--- src/rtl/core/cibc_pkg.sv ---
// Shared types, codes and instruction decode helpers for the code image branch checker.
`timescale 1ns / 1ps
package cibc_pkg;

  localparam int ENTRY_SLOTS_DEF  = 8;
  localparam int UNSAFE_SLOTS_DEF = 64;

  localparam int WORD_W = 16;
  localparam int SLOT_W = 6;
  localparam int CMD_W  = 2;
  localparam int STAT_W = 2;
  localparam int CFG_IDX_W = 2;

  // Input commands, carried on in_tuser.
  localparam logic [CMD_W-1:0] CMD_RESTART   = 2'd0;
  localparam logic [CMD_W-1:0] CMD_LOAD_ENT  = 2'd1;
  localparam logic [CMD_W-1:0] CMD_LOAD_UNS  = 2'd2;
  localparam logic [CMD_W-1:0] CMD_CHECK     = 2'd3;

  // Result status, carried on out_tuser.
  localparam logic [STAT_W-1:0] ST_PASSED   = 2'd0;
  localparam logic [STAT_W-1:0] ST_REJECTED = 2'd1;
  localparam logic [STAT_W-1:0] ST_ACCEPTED = 2'd2;
  localparam logic [STAT_W-1:0] ST_IGNORED  = 2'd3;

  // Configuration register indexes.
  localparam logic [CFG_IDX_W-1:0] CFG_TEXT_WORDS   = 2'd0;
  localparam logic [CFG_IDX_W-1:0] CFG_ENTRY_COUNT  = 2'd1;
  localparam logic [CFG_IDX_W-1:0] CFG_UNSAFE_COUNT = 2'd2;

  // Opcodes and decode masks.
  localparam logic [WORD_W-1:0] OP_JMP      = 16'h940C;
  localparam logic [WORD_W-1:0] OP_CALL     = 16'h940E;
  localparam logic [WORD_W-1:0] OP_RET      = 16'h9508;
  localparam logic [WORD_W-1:0] OP_RETI     = 16'h9518;
  localparam logic [WORD_W-1:0] OP_IJMP     = 16'h9409;
  localparam logic [WORD_W-1:0] OP_ICALL    = 16'h9509;
  localparam logic [WORD_W-1:0] OP_ELPM     = 16'h95D8;
  localparam logic [WORD_W-1:0] MASK_LPM    = 16'hFE0F;
  localparam logic [WORD_W-1:0] OP_ELPM_Z   = 16'h9006;
  localparam logic [WORD_W-1:0] OP_ELPM_ZP  = 16'h9007;
  localparam logic [WORD_W-1:0] MASK_BR     = 16'hF800;
  localparam logic [WORD_W-1:0] OP_BR       = 16'hF000;
  localparam logic [WORD_W-1:0] MASK_RJ     = 16'hE000;
  localparam logic [WORD_W-1:0] OP_RJ       = 16'hC000;

  // Control toward the target test unit.
  typedef struct packed {
    logic              start;
    logic [WORD_W-1:0] target;
  } tu_ctl_t;

  // Answer from the target test unit.
  typedef struct packed {
    logic done;
    logic ok;
  } tu_res_t;

  function automatic logic is_long_op(input logic [WORD_W-1:0] w);
    return (w == OP_JMP) || (w == OP_CALL);
  endfunction

  function automatic logic is_unsafe_op(input logic [WORD_W-1:0] w);
    return (w == OP_RET) || (w == OP_RETI) || (w == OP_IJMP) || (w == OP_ICALL) ||
           (w == OP_ELPM) || ((w & MASK_LPM) == OP_ELPM_Z) ||
           ((w & MASK_LPM) == OP_ELPM_ZP);
  endfunction

  function automatic logic is_rel_op(input logic [WORD_W-1:0] w);
    return ((w & MASK_BR) == OP_BR) || ((w & MASK_RJ) == OP_RJ);
  endfunction

  // Sign-extended relative offset of a conditional branch or relative jump/call.
  function automatic logic [WORD_W-1:0] rel_offset(input logic [WORD_W-1:0] w);
    logic [WORD_W-1:0] off;
    if ((w & MASK_BR) == OP_BR) begin
      off = {{9{w[9]}}, w[9:3]};
    end else begin
      off = {{4{w[11]}}, w[11:0]};
    end
    return off;
  endfunction

endpackage

--- src/rtl/core/cibc_tables.sv ---
// Entrypoint and unsafe second-word tables with one write port and a registered read port.
`timescale 1ns / 1ps
module cibc_tables #(
  parameter int ENTRY_SLOTS  = cibc_pkg::ENTRY_SLOTS_DEF,
  parameter int UNSAFE_SLOTS = cibc_pkg::UNSAFE_SLOTS_DEF,
  parameter int NW           = 8
) (
  input  logic                        clk,
  input  logic                        ent_we,
  input  logic                        uns_we,
  input  logic [cibc_pkg::SLOT_W-1:0] wr_slot,
  input  logic [cibc_pkg::WORD_W-1:0] wr_data,
  input  logic                        rd_en,
  input  logic                        rd_sel_ent,
  input  logic [NW-1:0]               rd_idx,
  output logic [cibc_pkg::WORD_W-1:0] rd_data
);

  localparam int EAW = (ENTRY_SLOTS > 1) ? $clog2(ENTRY_SLOTS) : 1;
  localparam int UAW = (UNSAFE_SLOTS > 1) ? $clog2(UNSAFE_SLOTS) : 1;

  logic [cibc_pkg::WORD_W-1:0] ent_mem [ENTRY_SLOTS];
  logic [cibc_pkg::WORD_W-1:0] uns_mem [UNSAFE_SLOTS];
  logic [cibc_pkg::WORD_W-1:0] ent_q_r;
  logic [cibc_pkg::WORD_W-1:0] uns_q_r;
  logic                        sel_r;

  always_ff @(posedge clk) begin
    if (ent_we) begin
      ent_mem[EAW'(wr_slot)] <= wr_data;
    end
    if (rd_en) begin
      ent_q_r <= ent_mem[EAW'(rd_idx)];
    end
  end

  always_ff @(posedge clk) begin
    if (uns_we) begin
      uns_mem[UAW'(wr_slot)] <= wr_data;
    end
    if (rd_en) begin
      uns_q_r <= uns_mem[UAW'(rd_idx)];
      sel_r   <= rd_sel_ent;
    end
  end

  assign rd_data = sel_r ? ent_q_r : uns_q_r;

endmodule

--- src/rtl/core/cibc_target_unit.sv ---
// Target test unit: walks one table with a single comparator to judge a branch target.
`timescale 1ns / 1ps
module cibc_target_unit #(
  parameter int NW = 8
) (
  input  logic                        clk,
  input  logic                        rst_n,
  input  logic [cibc_pkg::WORD_W-1:0] text_words,
  input  logic [NW-1:0]               ent_n,
  input  logic [NW-1:0]               uns_n,
  input  cibc_pkg::tu_ctl_t           ctl,
  output cibc_pkg::tu_res_t           res,
  output logic                        rd_en,
  output logic                        rd_sel_ent,
  output logic [NW-1:0]               rd_idx,
  input  logic [cibc_pkg::WORD_W-1:0] rd_data
);

  localparam logic U_IDLE = 1'b0;
  localparam logic U_WALK = 1'b1;

  logic                        st_r, st_nxt;
  logic [cibc_pkg::WORD_W-1:0] tgt_r, tgt_nxt;
  logic                        out_r, out_nxt;
  logic [NW-1:0]               n_r, n_nxt;
  logic [NW-1:0]               iss_r, iss_nxt;
  logic [NW-1:0]               cmp_r, cmp_nxt;
  logic                        dv_r, dv_nxt;
  logic                        outside;

  assign outside    = ctl.target >= text_words;
  assign rd_en      = (st_r == U_WALK) && (iss_r < n_r);
  assign rd_sel_ent = out_r;
  assign rd_idx     = iss_r;

  always_comb begin
    st_nxt   = st_r;
    tgt_nxt  = tgt_r;
    out_nxt  = out_r;
    n_nxt    = n_r;
    iss_nxt  = iss_r;
    cmp_nxt  = cmp_r;
    dv_nxt   = 1'b0;
    res.done = 1'b0;
    res.ok   = 1'b0;
    case (st_r)
      U_IDLE: begin
        if (ctl.start) begin
          tgt_nxt = ctl.target;
          out_nxt = outside;
          n_nxt   = outside ? ent_n : uns_n;
          iss_nxt = '0;
          cmp_nxt = '0;
          // Zero always matches outside the code, like the list terminator.
          if (outside && (ctl.target == '0)) begin
            res.done = 1'b1;
            res.ok   = 1'b1;
          end else if (n_nxt == '0) begin
            res.done = 1'b1;
            res.ok   = !outside;
          end else begin
            st_nxt = U_WALK;
          end
        end
      end
      U_WALK: begin
        if (rd_en) begin
          iss_nxt = iss_r + NW'(1);
          dv_nxt  = 1'b1;
        end
        if (dv_r) begin
          if (rd_data == tgt_r) begin
            res.done = 1'b1;
            res.ok   = out_r;
            st_nxt   = U_IDLE;
          end else if (cmp_r + NW'(1) == n_r) begin
            res.done = 1'b1;
            res.ok   = !out_r;
            st_nxt   = U_IDLE;
          end else begin
            cmp_nxt = cmp_r + NW'(1);
          end
        end
      end
      default: begin
        st_nxt = U_IDLE;
      end
    endcase
  end

  always_ff @(posedge clk) begin
    if (!rst_n) begin
      st_r <= U_IDLE;
      dv_r <= 1'b0;
    end else begin
      st_r <= st_nxt;
      dv_r <= dv_nxt;
    end
    tgt_r <= tgt_nxt;
    out_r <= out_nxt;
    n_r   <= n_nxt;
    iss_r <= iss_nxt;
    cmp_r <= cmp_nxt;
  end

endmodule

--- src/rtl/core/code_image_branch_checker_unit.sv ---
// Restart and load transactions give no result. A check that is not answered at once (verdict
// already given, or scan address at or past the text end) runs three target tests in turn on
// one shared comparator, each answered at once or by a walk over the clamped table entries.
// The block takes one word at a time: no new word is accepted until its result is registered,
// and that waits while an earlier result has not been taken on out_tready.
// Reset (synchronous, rst_n low) clears scan state, configuration and handshakes; tables are kept.
`timescale 1ns / 1ps
module code_image_branch_checker_unit #(
  parameter int ENTRY_SLOTS  = cibc_pkg::ENTRY_SLOTS_DEF,
  parameter int UNSAFE_SLOTS = cibc_pkg::UNSAFE_SLOTS_DEF
) (
  input  logic                           clk,
  input  logic                           rst_n,
  input  logic                           in_tvalid,
  output logic                           in_tready,
  input  logic [23:0]                    in_tdata,   // slot [5:0], value [21:6], zero pad
  input  logic [cibc_pkg::CMD_W-1:0]     in_tuser,   // cmd [1:0]
  output logic                           out_tvalid,
  input  logic                           out_tready,
  output logic [cibc_pkg::WORD_W-1:0]    out_tdata,  // word_address [15:0]
  output logic [cibc_pkg::STAT_W-1:0]    out_tuser,  // status [1:0]
  input  logic                           cfg_we,
  input  logic [cibc_pkg::CFG_IDX_W-1:0] cfg_index,
  input  logic [cibc_pkg::WORD_W-1:0]    cfg_wdata
);

  localparam int MAXS = (ENTRY_SLOTS > UNSAFE_SLOTS) ? ENTRY_SLOTS : UNSAFE_SLOTS;
  localparam int NW   = $clog2(MAXS + 1);
  localparam int W    = cibc_pkg::WORD_W;

  localparam logic [1:0] S_IDLE   = 2'd0;
  localparam logic [1:0] S_LAUNCH = 2'd1;
  localparam logic [1:0] S_WAIT   = 2'd2;
  localparam logic [1:0] S_EMIT   = 2'd3;

  localparam logic [1:0] T_WORD = 2'd0;
  localparam logic [1:0] T_ADDR = 2'd1;
  localparam logic [1:0] T_REL  = 2'd2;

  logic [1:0]                       state_r, state_nxt;
  logic [1:0]                       tsel_r, tsel_nxt;
  logic [2:0]                       ok_r, ok_nxt;
  logic [W-1:0]                     word_r, word_nxt;
  logic [W-1:0]                     addr_r, addr_nxt;
  logic [W-1:0]                     rel_r, rel_nxt;
  logic                             early_r, early_nxt;
  logic [cibc_pkg::STAT_W-1:0]      early_st_r, early_st_nxt;
  logic [W-1:0]                     scan_r, scan_nxt;
  logic                             lp_r, lp_nxt;
  logic                             verdict_r, verdict_nxt;
  logic [W-1:0]                     text_words_r, text_words_nxt;
  logic [3:0]                       entry_count_r, entry_count_nxt;
  logic [6:0]                       unsafe_count_r, unsafe_count_nxt;
  logic                             out_valid_r, out_valid_nxt;
  logic [cibc_pkg::STAT_W-1:0]      out_status_r, out_status_nxt;
  logic [W-1:0]                     out_addr_r, out_addr_nxt;

  logic                             in_acc;
  logic [cibc_pkg::SLOT_W-1:0]      in_slot;
  logic [W-1:0]                     in_value;
  logic                             ent_we, uns_we;
  logic [NW-1:0]                    ent_n, uns_n;
  cibc_pkg::tu_ctl_t                tu_ctl;
  cibc_pkg::tu_res_t                tu_res;
  logic                             rd_en, rd_sel_ent;
  logic [NW-1:0]                    rd_idx;
  logic [W-1:0]                     rd_data;

  logic                             ok_w, ok_a, ok_t;
  logic                             rej;
  logic                             dec_lp;
  logic [W:0]                       next_addr;

  assign in_slot   = in_tdata[5:0];
  assign in_value  = in_tdata[21:6];
  assign in_tready = (state_r == S_IDLE);
  assign in_acc    = in_tvalid && in_tready;

  assign ent_we = in_acc && (in_tuser == cibc_pkg::CMD_LOAD_ENT) && (int'(in_slot) < ENTRY_SLOTS);
  assign uns_we = in_acc && (in_tuser == cibc_pkg::CMD_LOAD_UNS) &&
                  (int'(in_slot) < UNSAFE_SLOTS);

  // Counts above the table depth count as the full table.
  assign ent_n = (int'(entry_count_r) > ENTRY_SLOTS) ? NW'(ENTRY_SLOTS) : NW'(entry_count_r);
  assign uns_n = (int'(unsafe_count_r) > UNSAFE_SLOTS) ? NW'(UNSAFE_SLOTS) :
                 NW'(unsafe_count_r);

  always_comb begin
    tu_ctl.start = (state_r == S_LAUNCH);
    case (tsel_r)
      T_WORD:  tu_ctl.target = word_r;
      T_ADDR:  tu_ctl.target = addr_r;
      default: tu_ctl.target = rel_r;
    endcase
  end

  cibc_tables #(
    .ENTRY_SLOTS  (ENTRY_SLOTS),
    .UNSAFE_SLOTS (UNSAFE_SLOTS),
    .NW           (NW)
  ) u_tables (
    .clk        (clk),
    .ent_we     (ent_we),
    .uns_we     (uns_we),
    .wr_slot    (in_slot),
    .wr_data    (in_value),
    .rd_en      (rd_en),
    .rd_sel_ent (rd_sel_ent),
    .rd_idx     (rd_idx),
    .rd_data    (rd_data)
  );

  cibc_target_unit #(
    .NW (NW)
  ) u_target (
    .clk        (clk),
    .rst_n      (rst_n),
    .text_words (text_words_r),
    .ent_n      (ent_n),
    .uns_n      (uns_n),
    .ctl        (tu_ctl),
    .res        (tu_res),
    .rd_en      (rd_en),
    .rd_sel_ent (rd_sel_ent),
    .rd_idx     (rd_idx),
    .rd_data    (rd_data)
  );

  // Verdict for one examined word from the three target test results.
  assign ok_w      = ok_r[0];
  assign ok_a      = ok_r[1];
  assign ok_t      = ok_r[2];
  assign next_addr = {1'b0, addr_r} + {{W{1'b0}}, 1'b1};

  always_comb begin
    rej    = 1'b0;
    dec_lp = 1'b0;
    if (lp_r && !ok_w) begin
      rej    = 1'b1;
      dec_lp = lp_r;
    end else if (cibc_pkg::is_long_op(word_r)) begin
      // As a long jump/call's second word, a long opcode clears the flag; rejected if ok_a.
      rej    = lp_r && ok_a;
      dec_lp = !lp_r;
    end else if (cibc_pkg::is_unsafe_op(word_r)) begin
      rej = !lp_r || ok_a;
    end else if (cibc_pkg::is_rel_op(word_r)) begin
      rej = !ok_t && (!lp_r || ok_a);
    end
  end

  always_comb begin
    state_nxt        = state_r;
    tsel_nxt         = tsel_r;
    ok_nxt           = ok_r;
    word_nxt         = word_r;
    addr_nxt         = addr_r;
    rel_nxt          = rel_r;
    early_nxt        = early_r;
    early_st_nxt     = early_st_r;
    scan_nxt         = scan_r;
    lp_nxt           = lp_r;
    verdict_nxt      = verdict_r;
    text_words_nxt   = text_words_r;
    entry_count_nxt  = entry_count_r;
    unsafe_count_nxt = unsafe_count_r;
    out_valid_nxt    = out_valid_r && !out_tready;
    out_status_nxt   = out_status_r;
    out_addr_nxt     = out_addr_r;

    if (cfg_we) begin
      case (cfg_index)
        cibc_pkg::CFG_TEXT_WORDS:   text_words_nxt   = cfg_wdata;
        cibc_pkg::CFG_ENTRY_COUNT:  entry_count_nxt  = cfg_wdata[3:0];
        cibc_pkg::CFG_UNSAFE_COUNT: unsafe_count_nxt = cfg_wdata[6:0];
        default: ;
      endcase
    end

    case (state_r)
      S_IDLE: begin
        if (in_acc) begin
          case (in_tuser)
            cibc_pkg::CMD_RESTART: begin
              scan_nxt    = '0;
              lp_nxt      = 1'b0;
              verdict_nxt = 1'b0;
            end
            cibc_pkg::CMD_CHECK: begin
              word_nxt  = in_value;
              addr_nxt  = scan_r;
              rel_nxt   = scan_r + cibc_pkg::rel_offset(in_value) + W'(1);
              tsel_nxt  = T_WORD;
              ok_nxt    = '0;
              early_nxt = 1'b1;
              if (verdict_r) begin
                early_st_nxt = cibc_pkg::ST_IGNORED;
                state_nxt    = S_EMIT;
              end else if (scan_r >= text_words_r) begin
                early_st_nxt = cibc_pkg::ST_ACCEPTED;
                verdict_nxt  = 1'b1;
                state_nxt    = S_EMIT;
              end else begin
                early_nxt = 1'b0;
                state_nxt = S_LAUNCH;
              end
            end
            default: ;
          endcase
        end
      end
      S_LAUNCH: begin
        if (tu_res.done) begin
          ok_nxt[tsel_r] = tu_res.ok;
          if (tsel_r == T_REL) begin
            state_nxt = S_EMIT;
          end else begin
            tsel_nxt = tsel_r + 2'd1;
          end
        end else begin
          state_nxt = S_WAIT;
        end
      end
      S_WAIT: begin
        if (tu_res.done) begin
          ok_nxt[tsel_r] = tu_res.ok;
          if (tsel_r == T_REL) begin
            state_nxt = S_EMIT;
          end else begin
            tsel_nxt  = tsel_r + 2'd1;
            state_nxt = S_LAUNCH;
          end
        end
      end
      S_EMIT: begin
        if (!out_valid_r || out_tready) begin
          out_valid_nxt = 1'b1;
          out_addr_nxt  = addr_r;
          state_nxt     = S_IDLE;
          if (early_r) begin
            out_status_nxt = early_st_r;
          end else if (rej) begin
            out_status_nxt = cibc_pkg::ST_REJECTED;
            verdict_nxt    = 1'b1;
            lp_nxt         = dec_lp;
          end else begin
            lp_nxt   = dec_lp;
            scan_nxt = next_addr[W-1:0];
            if (next_addr >= {1'b0, text_words_r}) begin
              out_status_nxt = cibc_pkg::ST_ACCEPTED;
              verdict_nxt    = 1'b1;
            end else begin
              out_status_nxt = cibc_pkg::ST_PASSED;
            end
          end
        end
      end
      default: begin
        state_nxt = S_IDLE;
      end
    endcase
  end

  always_ff @(posedge clk) begin
    if (!rst_n) begin
      state_r        <= S_IDLE;
      scan_r         <= '0;
      lp_r           <= 1'b0;
      verdict_r      <= 1'b0;
      text_words_r   <= '0;
      entry_count_r  <= '0;
      unsafe_count_r <= '0;
      out_valid_r    <= 1'b0;
    end else begin
      state_r        <= state_nxt;
      scan_r         <= scan_nxt;
      lp_r           <= lp_nxt;
      verdict_r      <= verdict_nxt;
      text_words_r   <= text_words_nxt;
      entry_count_r  <= entry_count_nxt;
      unsafe_count_r <= unsafe_count_nxt;
      out_valid_r    <= out_valid_nxt;
    end
    tsel_r       <= tsel_nxt;
    ok_r         <= ok_nxt;
    word_r       <= word_nxt;
    addr_r       <= addr_nxt;
    rel_r        <= rel_nxt;
    early_r      <= early_nxt;
    early_st_r   <= early_st_nxt;
    out_status_r <= out_status_nxt;
    out_addr_r   <= out_addr_nxt;
  end

  assign out_tvalid = out_valid_r;
  assign out_tdata  = out_addr_r;
  assign out_tuser  = out_status_r;

endmodule

--- config.mk ---
export PLATFORM = sky130hd
export DESIGN_NAME = code_image_branch_checker_unit
export DESIGN_NICKNAME = d
export VERILOG_FILES = /design/src/rtl/core/cibc_pkg.sv /design/src/rtl/core/cibc_tables.sv /design/src/rtl/core/cibc_target_unit.sv /design/src/rtl/core/code_image_branch_checker_unit.sv
export SDC_FILE = /design/constraint.sdc
export NUM_CORES = 2
export LEC_CHECK = 0
export BUFFER_PORTS_ARGS = -buffer_cell sky130_fd_sc_hd__buf_2
export CORE_ASPECT_RATIO = 0.75
export CORE_MARGIN = 5
export CORE_UTILIZATION = 30
export CTS_CLUSTER_SIZE = 28
export DETAILED_ROUTE_END_ITERATION = 8
export GPL_TIMING_DRIVEN = 0
export PLACE_DENSITY_LB_ADDON = 0.2
export SLEW_MARGIN = 30
export SYNTH_ARGS = -nofsm -noshare
export SYNTH_HDL_FRONTEND = slang
export SYNTH_SLANG_ARGS = --single-unit
--- constraint.sdc ---
create_clock -name clk -period 3.91 [get_ports clk]
set_clock_uncertainty 0.1 [all_clocks]
set_input_delay 0.5865 -clock clk [delete_from_list [all_inputs] [get_ports clk]]
set_output_delay 0.5865 -clock clk [all_outputs]
set_load 0.005 [all_outputs]
==> results.py <==
metrics = {
    "status": {
        "status": "finished, final reports clean",
    },
    "global_route": {
        "grt_pass1_wl_mm": 204,
        "antenna_found_initial": 18,
        "grt_overflow": 0,
        "grt_pass1_vias": 27390,
        "grt_usage": 0.152,
        "grt_max_degree": 75,
    },
    "critical_path": {
        "critPathLaunchType": "primary input",
        "worstPathArrival_ps": 4180,
        "r2r_end": "u_tables.uns_q_r[4]",
        "worstSetupPathType": "primary input to flip-flop",
        "required_ps": 4290,
        "rr_startpoint": "u_target.rd_idx[0]",
        "crit_fanout": 74,
        "r2r_slack_ps": 110,
        "crit_path_end_kind": "flip-flop",
        "reg2reg_depth": 7,
    },
    "route": {
        "dr.pass1.iters": 7,
        "drtIter0Drc": 2883,
        "wirelength_mm": 144,
        "wl_per_cell_um": 26.9,
        "antenna_left": 0,
        "drcViolationCount": 0,
        "route.vias.total": 26969,
        "vias_per_cell": 5.03,
    },
    "placement": {
        "hpwl_mm": 102,
        "gp_congestion": 0.840,
        "io_buffers": 62,
        "dp_worst_setup_slack_ps": -1410,
        "dp_cells": 5090,
    },
    "die": {
        "dieHeight_um": 377,
        "die-width_um": 499,
        "initial_core_util": 0.302,
        "ios": 69,
        "rows": 134,
        "coreArea_um2": 178000,
        "die_area_um2": 188000,
    },
    "clocking": {
        "cts_made_buffers": 136,
        "clkTransAtPathRegs_ps": 70,
        "htreeDepth": 4,
        "cts-root-buf": "clkbuf_16",
        "cts.path.max_buffers": 3,
        "clkSinkCount": 1346,
        "clk_latency_ps": 760,
        "tritoncts": "built",
    },
    "sta": {
        "max_slew_margin": 0.340,
        "final_max_slew_viol_count": 0,
        "period_share": 0.974,
        "setup_slack_ps": 103,
        "worstMarginPinSlew_ps": 990,
        "fmax_mhz": 263,
        "fin_crit_ps": 3810,
        "setup_viol": 0,
        "finalSetupTns_ps": 0,
        "grt_setup_unrepaired": "true",
        "finalHoldViolations": 0,
    },
    "synth": {
        "synthFlopType": "edfxtp_1",
        "synth_area_per_cell_um2": 20.7,
        "synth-seq-cells": 1346,
        "synthArstFlopShare": 0,
        "ys.warnings.count": 0,
        "syn-num-nets": 2734,
        "synth_cells": 2605,
        "syn_area_um2": 53900,
        "synth_enable_flop_cells": 1296,
        "synth_seq_area_share": 0.741,
        "ys_types": 57,
    },
    "pwr": {
        "ir_drop_mv": 0.354,
        "total_power_mw": 36.7,
        "p_leak_nw": 19.7,
        "pwr_density_cell_nw_per_um2": 583,
    },
    "finish": {
        "fin_cells": 5360,
        "drive_gt1_frac": 0.283,
        "post-route-util": 0.354,
        "n_fill_cell": 16445,
        "nets": 3000,
        "area_delta_synth_final_pct": 17.0,
    },
    "min_path": {
        "worstHoldPathType": "primary input to flip-flop",
        "min_path_cells": 4,
        "hp-start": "out_tready",
        "min_to": "out_tvalid",
    },
    "run": {
        "maxCapViolations": 0,
    },
}
final cells by class:
type / instances / area, um^2 / share of cell area
clock inverters: 73 / 623 / 0.00989
well taps: 2380 / 2980 / 0.0473
clock buffers: 170 / 3650 / 0.0579
repair buffers: 128 / 1200 / 0.0191
inverters: 47 / 179 / 0.00284
plain buffers: 119 / 601 / 0.00953
multi-input cells: 1093 / 13800 / 0.220
diodes: 4 / 10.0 / 0.000159
flip-flops and latches: 1346 / 39900 / 0.634
layout by cell type, fill, tap and decap left out, types with 14 or more instances in the layout:
cell	n
dfxtp_1	50
nor2b_1	14
buf_4	22
buf_2	64
nor3_1	15
mux4_2	368
edfxtp_1	1296
o21ai_0	31
clkbuf_16	141
mux2_2	21
a22o_1	14
clkbuf_2	23
nor2_2	24
inv_1	44
ha_1	77
and2_1	14
nor2_1	47
a21o_1	24
clkbuf_1	83
nand3_1	36
nor2_4	51
nand2_1	78
buf_6	28
a21oi_1	40
clkinv_1	29
a32o_1	15
dlygate4sd3_1	17
xnor2_1	49
clkinv_2	18
mux2i_1	30
cell families after synthesis:
group           Yosys count  share of synthesized area
flops                  1346                      0.741
buf+inv                 166                     0.0119
compound gates          172                     0.0218
mux                     421                      0.165
xor+xnor                 60                    0.00976
simple gates            360                     0.0322
fa+ha+maj                80                     0.0187
worst max path at each step:
stage	endpoint	slack (ps)	from	depth (start not counted)
2_1_floorplan	rel_r[14]	230	in_tdata[21]	14
3_3_place_gp	rel_r[14]	-1850	in_tdata[21]	15
3_5_place_dp	rel_r[14]	-1410	in_tdata[19]	15
4_1_cts	u_tables.uns_q_r[6]	1	u_target.rd_idx[0]	7
5_1_grt	rel_r[14]	-20	in_tdata[19]	15
6_report	rel_r[15]	100	in_tdata[19]	14
critical path: stages:
cell and delay, ps:
buf_12 260, nand4_1 300, nor2_4 290, mux2_2 380
ha_1 280, nor2b_1 130, o21a_1 190, o21ai_0 350
a211oi_1 200, nor3_1 330, nor3_1 130, or3_1 350
a21oi_1 170, xnor2_1 130
cells in the mapped netlist, drive strengths merged (22+ instances only):
library cell  instances  share of area
a21oi                43         0.0041
dfxtp                50          0.019
xnor2                49         0.0080
ha                   79          0.018
mux2i                31         0.0060
mux4                368           0.15
nand3                36         0.0033
inv                  47         0.0033
buf                  43         0.0033
a21o                 28         0.0039
edfxtp             1296           0.72
nor2                122         0.0085
mux2                 22         0.0047
nand2                80         0.0056
clkbuf               76         0.0053
o21ai                34         0.0032
report_power, final:
part | switching (mW) | internal (mW)
clock network | 5.55 | 7.17
registers | 0.191 | 16.2
logic | 4.40 | 3.19
registers in the layout, summed over array words and instances, names as in the netlist, 3 cells and up:
| signal | cells |
|---|---|
| addr_r | 16 |
| entry_count_r | 4 |
| ok_r | 3 |
| out_tdata | 16 |
| rel_r | 16 |
| scan_r | 16 |
| text_words_r | 16 |
| u_tables.ent_mem | 128 |
| u_tables.ent_q_r | 16 |
| u_tables.uns_mem | 1024 |
| u_tables.uns_q_r | 16 |
| u_target.cmp_r | 7 |
| u_target.n_r | 7 |
| u_target.rd_idx | 7 |
| u_target.tgt_r | 16 |
| unsafe_count_r | 7 |
| word_r | 16 |
stage by stage:
stage	area, um^2	hold slack, ps
detailed placement	58200	348
CTS	62900	6.78
global route	63000	58.0
floorplan	53900	326
finish	63000	79.9
global placement	57200	350
timing repair:
action,in CTS,in global routing
resized for setup,63,27
pin swaps,1,4
endpoints found under the setup margin,56,42
setup buffers,0,6
hold buffers,17,0
gates cloned,0,0
hold endpoints to repair,27,0
layer usage:
layer | routed length (um) | GRT usage | share of wire | vias to the layer above
met4 | 2570 | 0.0337 | 0.018 | 0
met5 | 0 | 0 | 0 | -
met1 | 68800 | 0.231 | 0.48 | 14552
met2 | 61300 | 0.216 | 0.43 | 910
li1 | - | - | - | 11345
met3 | 11400 | 0.0415 | 0.079 | 162
(Power assumes the default switching activity.)
